--- src/hdl/hlt_pkg.sv ---
// ----------------------------------------------------------------------------
// HTTP linear whitespace trimmer package
// Character codes, pending whitespace modes and the per-item result bundle.
// ----------------------------------------------------------------------------
package hlt_pkg;

    localparam logic [7:0] CH_HT = 8'h09;
    localparam logic [7:0] CH_LF = 8'h0A;
    localparam logic [7:0] CH_CR = 8'h0D;
    localparam logic [7:0] CH_SP = 8'h20;

    localparam int MAX_RESULTS = 3;

    typedef enum logic [2:0] {
        PM_NONE = 3'd0,
        PM_SP   = 3'd1,
        PM_HT   = 3'd2,
        PM_CR   = 3'd3,
        PM_CRLF = 3'd4,
        PM_RUN  = 3'd5
    } pm_t;

    typedef struct packed {
        logic [MAX_RESULTS-1:0][7:0] bytes;
        logic [1:0]                  count;
    } fold_res_t;

endpackage

--- src/hdl/http_lws_trimmer.sv ---
// ----------------------------------------------------------------------------
// HTTP linear whitespace trimmer
// Folds runs of linear whitespace in an HTTP request byte stream into single
// spaces, drops leading whitespace and stops output at the byte limit.
// ----------------------------------------------------------------------------
// An input byte is registered, then folded into the free result buffer.
// Throughput: one input byte per cycle while the output is not stalled and
// each byte yields at most one output byte; a byte yielding more holds the
// input until the single output port has drained the result buffer.
// Reset clears all request state and loads the output limit with 8192.
module http_lws_trimmer #(
    parameter int COUNT_WIDTH = 16
) (
    input  logic        clk,
    input  logic        rst_n,
    input  logic        s_tvalid,
    output logic        s_tready,
    input  logic [7:0]  s_tdata,    // [7:0] in_byte
    input  logic        s_tlast,
    output logic        m_tvalid,
    input  logic        m_tready,
    output logic [31:0] m_tdata,    // [7:0] out_byte, [24:8] emitted_total
    output logic        m_tlast,
    input  logic        cfg_we,
    input  logic [15:0] cfg_wdata
);
    import hlt_pkg::*;

    localparam int LIMIT_W = (COUNT_WIDTH < 16) ? COUNT_WIDTH : 16;
    localparam int CNT_W   = COUNT_WIDTH + 1;
    localparam logic [LIMIT_W-1:0] LIMIT_RESET = LIMIT_W'(16'd8192);

    logic [LIMIT_W-1:0] limit_reg;

    logic               in_valid_reg, in_valid_next;
    logic [7:0]         in_byte_reg;
    logic               in_eor_reg;

    logic [MAX_RESULTS-1:0][7:0] buf_bytes_reg;
    logic [1:0]         buf_cnt_reg, buf_cnt_next;
    logic [1:0]         buf_idx_reg, buf_idx_next;
    logic [CNT_W-1:0]   buf_base_reg;

    fold_res_t          res;
    logic [CNT_W-1:0]   base_count;
    logic [CNT_W-1:0]   total_w;
    logic               drain_done;
    logic               buf_free;
    logic               step;
    logic               accept;

    hlt_fold #(
        .COUNT_WIDTH (COUNT_WIDTH),
        .LIMIT_W     (LIMIT_W)
    ) u_fold (
        .clk        (clk),
        .rst_n      (rst_n),
        .step       (step),
        .in_byte    (in_byte_reg),
        .in_eor     (in_eor_reg),
        .limit      (limit_reg),
        .res        (res),
        .base_count (base_count)
    );

    always_ff @(posedge clk or negedge rst_n)
    begin
        if (!rst_n)
        begin
            limit_reg <= LIMIT_RESET;
        end
        else if (cfg_we)
        begin
            limit_reg <= cfg_wdata[LIMIT_W-1:0];
        end
    end

    assign m_tvalid   = (buf_cnt_reg != 2'd0);
    assign m_tlast    = (buf_idx_reg == (buf_cnt_reg - 2'd1));
    assign drain_done = m_tvalid && m_tready && m_tlast;
    assign buf_free   = !m_tvalid || drain_done;
    assign step       = in_valid_reg && buf_free;
    assign s_tready   = !in_valid_reg || step;
    assign accept     = s_tvalid && s_tready;

    assign total_w = buf_base_reg + CNT_W'(buf_idx_reg) + CNT_W'(1);
    assign m_tdata = {7'd0, 17'(total_w), buf_bytes_reg[buf_idx_reg]};

    always_comb
    begin
        in_valid_next = in_valid_reg;
        buf_cnt_next  = buf_cnt_reg;
        buf_idx_next  = buf_idx_reg;

        if (accept)
        begin
            in_valid_next = 1'b1;
        end
        else if (step)
        begin
            in_valid_next = 1'b0;
        end

        priority if (step)
        begin
            buf_cnt_next = res.count;
            buf_idx_next = 2'd0;
        end
        else if (drain_done)
        begin
            buf_cnt_next = 2'd0;
            buf_idx_next = 2'd0;
        end
        else if (m_tvalid && m_tready)
        begin
            buf_idx_next = buf_idx_reg + 2'd1;
        end
    end

    always_ff @(posedge clk or negedge rst_n)
    begin
        if (!rst_n)
        begin
            in_valid_reg <= 1'b0;
            buf_cnt_reg  <= 2'd0;
            buf_idx_reg  <= 2'd0;
        end
        else
        begin
            in_valid_reg <= in_valid_next;
            buf_cnt_reg  <= buf_cnt_next;
            buf_idx_reg  <= buf_idx_next;
        end
    end

    always_ff @(posedge clk)
    begin
        if (accept)
        begin
            in_byte_reg <= s_tdata;
            in_eor_reg  <= s_tlast;
        end
        if (step)
        begin
            buf_bytes_reg <= res.bytes;
            buf_base_reg  <= base_count;
        end
    end

    a_idx_in_range: assert property (@(posedge clk) disable iff (!rst_n)
        m_tvalid |-> (buf_idx_reg < buf_cnt_reg))
        else $error("result index beyond the buffered byte count");

    a_idx_advances: assert property (@(posedge clk) disable iff (!rst_n)
        (m_tvalid && m_tready && !m_tlast) |=>
            (m_tvalid && (buf_idx_reg == ($past(buf_idx_reg) + 2'd1))))
        else $error("result buffer did not advance after a transaction");

    a_idle_output_takes_item: assert property (@(posedge clk) disable iff (!rst_n)
        (in_valid_reg && !m_tvalid) |-> (step && s_tready))
        else $error("held input byte not processed while the output is empty");

endmodule

--- src/hdl/hlt_fold.sv ---
// ----------------------------------------------------------------------------
// HTTP linear whitespace trimmer folding core
// Holds the per-request state and works out the zero to three output bytes
// of one input byte combinationally.
// ----------------------------------------------------------------------------
module hlt_fold #(
    parameter int COUNT_WIDTH = 16,
    parameter int LIMIT_W     = 16
) (
    input  logic                    clk,
    input  logic                    rst_n,
    input  logic                    step,
    input  logic [7:0]              in_byte,
    input  logic                    in_eor,
    input  logic [LIMIT_W-1:0]      limit,
    output hlt_pkg::fold_res_t      res,
    output logic [COUNT_WIDTH:0]    base_count
);
    import hlt_pkg::*;

    localparam int CNT_W = COUNT_WIDTH + 1;

    pm_t              pm_reg, pm_next;
    logic             started_reg, started_next;
    logic             lws_reg, lws_next;
    logic [CNT_W-1:0] cnt_reg, cnt_next;
    logic             hit_reg, hit_next;

    logic             is_ws;
    logic             started_w;
    logic             do_flush;
    logic [1:0]       n;
    logic [MAX_RESULTS-1:0][7:0] bytes;

    always_comb
    begin
        bytes        = '0;
        n            = 2'd0;
        pm_next      = pm_reg;
        is_ws        = (in_byte == CH_SP) || (in_byte == CH_HT) ||
                       (in_byte == CH_CR) || (in_byte == CH_LF);
        started_w    = started_reg || !is_ws;
        do_flush     = (in_byte == CH_CR) || !is_ws ||
                       ((in_byte == CH_LF) && (pm_reg != PM_CR));
        started_next = started_reg;

        if (!hit_reg)
        begin
            started_next = started_w;
            if (started_w)
            begin
                if (do_flush)
                begin
                    unique case (pm_reg)
                        PM_RUN:
                        begin
                            if ((cnt_reg != '0) && !lws_reg)
                            begin
                                bytes[n] = CH_SP;
                                n = n + 2'd1;
                            end
                        end
                        PM_SP:
                        begin
                            bytes[n] = CH_SP;
                            n = n + 2'd1;
                        end
                        PM_HT:
                        begin
                            bytes[n] = CH_HT;
                            n = n + 2'd1;
                        end
                        PM_CR:
                        begin
                            bytes[n] = CH_CR;
                            n = n + 2'd1;
                        end
                        PM_CRLF:
                        begin
                            bytes[n] = CH_CR;
                            n = n + 2'd1;
                            bytes[n] = CH_LF;
                            n = n + 2'd1;
                        end
                        default:
                        begin
                        end
                    endcase
                end

                priority if (in_byte == CH_CR)
                begin
                    pm_next = PM_CR;
                end
                else if (in_byte == CH_LF)
                begin
                    if (pm_reg == PM_CR)
                    begin
                        pm_next = PM_CRLF;
                    end
                    else
                    begin
                        bytes[n] = CH_LF;
                        n = n + 2'd1;
                        pm_next = PM_NONE;
                    end
                end
                else if ((in_byte == CH_SP) || (in_byte == CH_HT))
                begin
                    if (pm_reg == PM_CR)
                    begin
                        bytes[n] = CH_CR;
                        n = n + 2'd1;
                        pm_next = (in_byte == CH_SP) ? PM_SP : PM_HT;
                    end
                    else if ((pm_reg == PM_SP) || (pm_reg == PM_HT) ||
                             (pm_reg == PM_CRLF) || (pm_reg == PM_RUN))
                    begin
                        pm_next = PM_RUN;
                    end
                    else
                    begin
                        pm_next = (in_byte == CH_SP) ? PM_SP : PM_HT;
                    end
                end
                else
                begin
                    bytes[n] = in_byte;
                    n = n + 2'd1;
                    pm_next = PM_NONE;
                end
            end
        end

        cnt_next = cnt_reg + CNT_W'(n);
        lws_next = (n != 2'd0) ? (bytes[n - 2'd1] == CH_SP) : lws_reg;
        hit_next = hit_reg || (!hit_reg && started_w && (cnt_next >= CNT_W'(limit)));
    end

    always_ff @(posedge clk or negedge rst_n)
    begin
        if (!rst_n)
        begin
            pm_reg      <= PM_NONE;
            started_reg <= 1'b0;
            lws_reg     <= 1'b0;
            cnt_reg     <= '0;
            hit_reg     <= 1'b0;
        end
        else if (step)
        begin
            if (in_eor)
            begin
                pm_reg      <= PM_NONE;
                started_reg <= 1'b0;
                lws_reg     <= 1'b0;
                cnt_reg     <= '0;
                hit_reg     <= 1'b0;
            end
            else
            begin
                pm_reg      <= pm_next;
                started_reg <= started_next;
                lws_reg     <= lws_next;
                cnt_reg     <= cnt_next;
                hit_reg     <= hit_next;
            end
        end
    end

    assign res.bytes  = bytes;
    assign res.count  = n;
    assign base_count = cnt_reg;

    a_no_output_after_limit: assert property (@(posedge clk) disable iff (!rst_n)
        (step && hit_reg) |-> (res.count == 2'd0))
        else $error("bytes produced after the output limit was reached");

    a_eor_clears: assert property (@(posedge clk) disable iff (!rst_n)
        (step && in_eor) |=> ((cnt_reg == '0) && (pm_reg == PM_NONE) && !hit_reg))
        else $error("request state not cleared after the final byte");

endmodule

--- config.mk ---
export PLATFORM = sky130hd
export DESIGN_NAME = http_lws_trimmer
export DESIGN_NICKNAME = d
export VERILOG_FILES = /design/src/hdl/hlt_pkg.sv /design/src/hdl/http_lws_trimmer.sv /design/src/hdl/hlt_fold.sv
export SDC_FILE = /design/constraint.sdc
export NUM_CORES = 1
export LEC_CHECK = 0
export BUFFER_PORTS_ARGS = -buffer_cell sky130_fd_sc_hd__buf_4
export CELL_PAD_IN_SITES_DETAIL_PLACEMENT = 0
export CELL_PAD_IN_SITES_GLOBAL_PLACEMENT = 1
export CORE_MARGIN = 2
export CORE_UTILIZATION = 35
export DETAILED_ROUTE_END_ITERATION = 8
export PLACE_DENSITY = 0.69
export SLEW_MARGIN = 0
export SYNTH_ARGS = -nofsm -noshare
export SYNTH_HDL_FRONTEND = slang
export SYNTH_SLANG_ARGS = --single-unit
--- constraint.sdc ---
create_clock -name clk -period 10.7 [get_ports clk]
set_input_delay 2.14 -clock clk [delete_from_list [all_inputs] [get_ports clk]]
set_output_delay 2.14 -clock clk [all_outputs]
set_load 0.05 [all_outputs]
==> flow_metrics.env <==
export IMPL_finalSetupViolations=0
export IMPL_drt_initial_drc_count=392
export IMPL_critPathKind="reg2reg"
export IMPL_synth_async_reset_ratio_pct=46.8
export IMPL_fillCellCount=1599
export IMPL_grt_max_degree=47
export IMPL_finalSetupTns_ns=0
export IMPL_max_freq_mhz=190
export IMPL_grt_pass1_vias=3993
export IMPL_htreeDepth=3
export IMPL_gp_congestion=0.865
export IMPL_die_area_mm2=0.0170
export IMPL_outcome="finished clean"
export IMPL_drt_wl_total_um=13400
export IMPL_syn2layout_area_growth_pct=16.0
export IMPL_overflow=0
export IMPL_drcViolationCount=0
export IMPL_routedWlPerCell_um=15.8
export IMPL_clk_pin_slew_ns=0.07
export IMPL_period_needed_ns=5.26
export IMPL_clock_sinks=94
export IMPL_post_cts_buffers=0
export IMPL_drt_vias_per_instance=5.07
export IMPL_clockBufferDepth=2
export IMPL_ys_seq_area_share_pct=46.5
export IMPL_synthFlopType="edfxtp_1"
export IMPL_cts_made_buffers=9
export IMPL_required_ns=10.94
export IMPL_dpl_instance_area_mm2=0.00620
export IMPL_syn_inst=581
export IMPL_postCtsHoldBufs=0
export IMPL_yosysTopAreaCellShare_pct=26.8
export IMPL_startpoint_type="register"
export IMPL_rsz0062_at_grt="no"
export IMPL_cap_violations=0
export IMPL_dieHeight_um=131
export IMPL_ys_warnings_count=0
export IMPL_relSlewSlack_pct=46.6
export IMPL_final_core_util_pct=41.2
export IMPL_final_common_cell="nand2_1"
export IMPL_cts_resized=0
export IMPL_coreArea_mm2=0.0158
export IMPL_design_area_mm2=0.00650
export IMPL_multiInputGateArea_mm2=0.00273
export IMPL_cp_end_kind="register"
export IMPL_peakVddDrop_uv=162
export IMPL_leakage_uw=0.00276
export IMPL_track_usage_pct=16.2
export IMPL_mostFrequentLayoutCells="73 x nand2_1, 61 x o21ai_0, 61 x buf_4"
export IMPL_synth_edf_count=50
export IMPL_grt_pass1_wl_um=21400
export IMPL_finalCritPeriodShare_pct=49.1
export IMPL_cp_arrival_ns=5.50
export IMPL_ys_types=70
export IMPL_dr_pass1_iters=6
export IMPL_ant_nets=0
export IMPL_fin_ws_ns=5.44
export IMPL_dp_hpwl_um=10000
export IMPL_clk_latency_ns=0.35
export IMPL_report_final_hold_viol_count=0
export IMPL_hold_path_class="reg2reg"
export IMPL_nets=685
export IMPL_num_vias=4303
export IMPL_power_density_mw_per_mm2=249
export IMPL_largest_register_ffs=24
export IMPL_worstMarginPinSlew_ns=0.793
export IMPL_initial_core_util_pct=35.5
export IMPL_syn_area_mm2=0.00560
export IMPL_register_area_mm2=0.00260
export IMPL_io_pins=65
export IMPL_root_buffer="clkbuf_16"
export IMPL_yosysTopAreaCell="edfxtp_1"
export IMPL_rows=46
export IMPL_antenna_found_initial=0
export IMPL_postSynthAreaPerCell_um2=9.64
export IMPL_synth_area_leaders="edfxtp_1 27%, dfrtp_1 19%, ha_1 5.6%, o21ai_0 5.4%, nand2_1 4.9%"
export IMPL_die_x_um=131
export IMPL_maxSlewViolCount=0
export IMPL_port_buffers=57
export IMPL_ys_seq_elements=94
export IMPL_cts_tree="done"
export IMPL_finClkSkew_ns=0.0131
export IMPL_diodes=0
export IMPL_path_max_fanout=7
export IMPL_drive_above_1_share_pct=14.1
export IMPL_post_place_ws_ns=5.51
## final cells by class
class,count,area share [%]
flip-flops and latches,94,40.1
inverters,38,2.19
well taps,216,4.16
clock inverters,6,1.06
clock buffers,10,3.52
multi-input cells,424,42.0
repair buffers,61,7.05
## per-stage QoR
step           total power (uW)  hold slack (ns)  instances
3_5_place_dp               1310            0.511        833
2_1_floorplan              1090            0.420        587
4_1_cts                    1630            0.525        849
3_3_place_gp               1300            0.507        833
6_report                   1620            0.516        849
5_1_grt                    1710            0.551        849
## layer usage
layer | wire length, um | part of all wire (%) | GRT usage, % | up-vias
met5 | 0 | 0 | 0 | -
met1 | 6850 | 51 | 24.6 | 2026
met3 | 513 | 3.8 | 2.93 | 14
met4 | 195 | 1.5 | 4.38 | 0
met2 | 5870 | 44 | 23.6 | 113
li1 | - | - | - | 2150
## Yosys cell counts (all sizes together), types with 3 or more instances
| library cell | count |
|---|---|
| a21oi | 18 |
| a221oi | 4 |
| a22o | 6 |
| a31oi | 5 |
| and2 | 12 |
| and3 | 8 |
| and4 | 3 |
| buf | 12 |
| clkbuf | 19 |
| dfrtp | 43 |
| edfxtp | 50 |
| ha | 25 |
| inv | 38 |
| mux2i | 8 |
| nand2 | 74 |
| nand2b | 6 |
| nand3 | 16 |
| nand4 | 8 |
| nor2 | 40 |
| nor2b | 13 |
| nor3 | 4 |
| nor3b | 4 |
| nor4 | 7 |
| o211ai | 4 |
| o21a | 6 |
| o21ai | 65 |
| o22ai | 5 |
| o31ai | 5 |
| or3 | 3 |
| xnor2 | 19 |
| xor2 | 14 |
## worst max-delay path: stages, from the launching register on
cell      delay (ns)
edfxtp_1        0.49
or3_1           0.45
nor2_1          0.35
a22o_4          0.23
nand2_1         0.10
ha_1            0.31
nand2_1         0.05
o21ai_0         0.07
o211ai_1        0.18
inv_1           0.14
ha_1            0.29
a21o_1          0.14
and4_1          0.28
and3_1          0.25
nand3_1         0.16
nor2_1          0.32
nand3_1         0.17
xnor2_1         0.16
ha_1            0.29
nand4_1         0.09
nor4_1          0.29
nor4_1          0.07
a221oi_1        0.25
## cell families after synthesis
kind of cell,Yosys count,share of synthesized area (%)
compound gates,140,16.0
xor+xnor,33,5.16
fa+ha+maj,27,6.30
buf+inv,69,5.27
flops,94,46.5
mux,9,1.63
other cells,1,0.0669
simple gates,208,19.1
## final timing paths
| path | startpoint | end | slack, ns | cells past startpoint |
|---|---|---|---|---|
| setup / recovery | in_byte_reg[4] | u_fold.hit_reg | 5.44 | 22 |
| hold / removal | limit_reg[13] | limit_reg[13] | 0.52 | 2 |
| setup reg to reg | in_byte_reg[4] | u_fold.hit_reg | 5.44 | 22 |
| hold reg to reg | limit_reg[13] | limit_reg[13] | 0.52 | 2 |
| max in group asynchronous | rst_n | buf_idx_reg[0] | 8.52 | 1 |
| min in group asynchronous | rst_n | limit_reg[12] | 1.79 | 1 |
## power by group
group,switching (uW),total [uW],internal [uW]
logic,494,708,214
clock network,141,324,183
registers,76.6,588,511
Power figures use the tool's default switching activity.
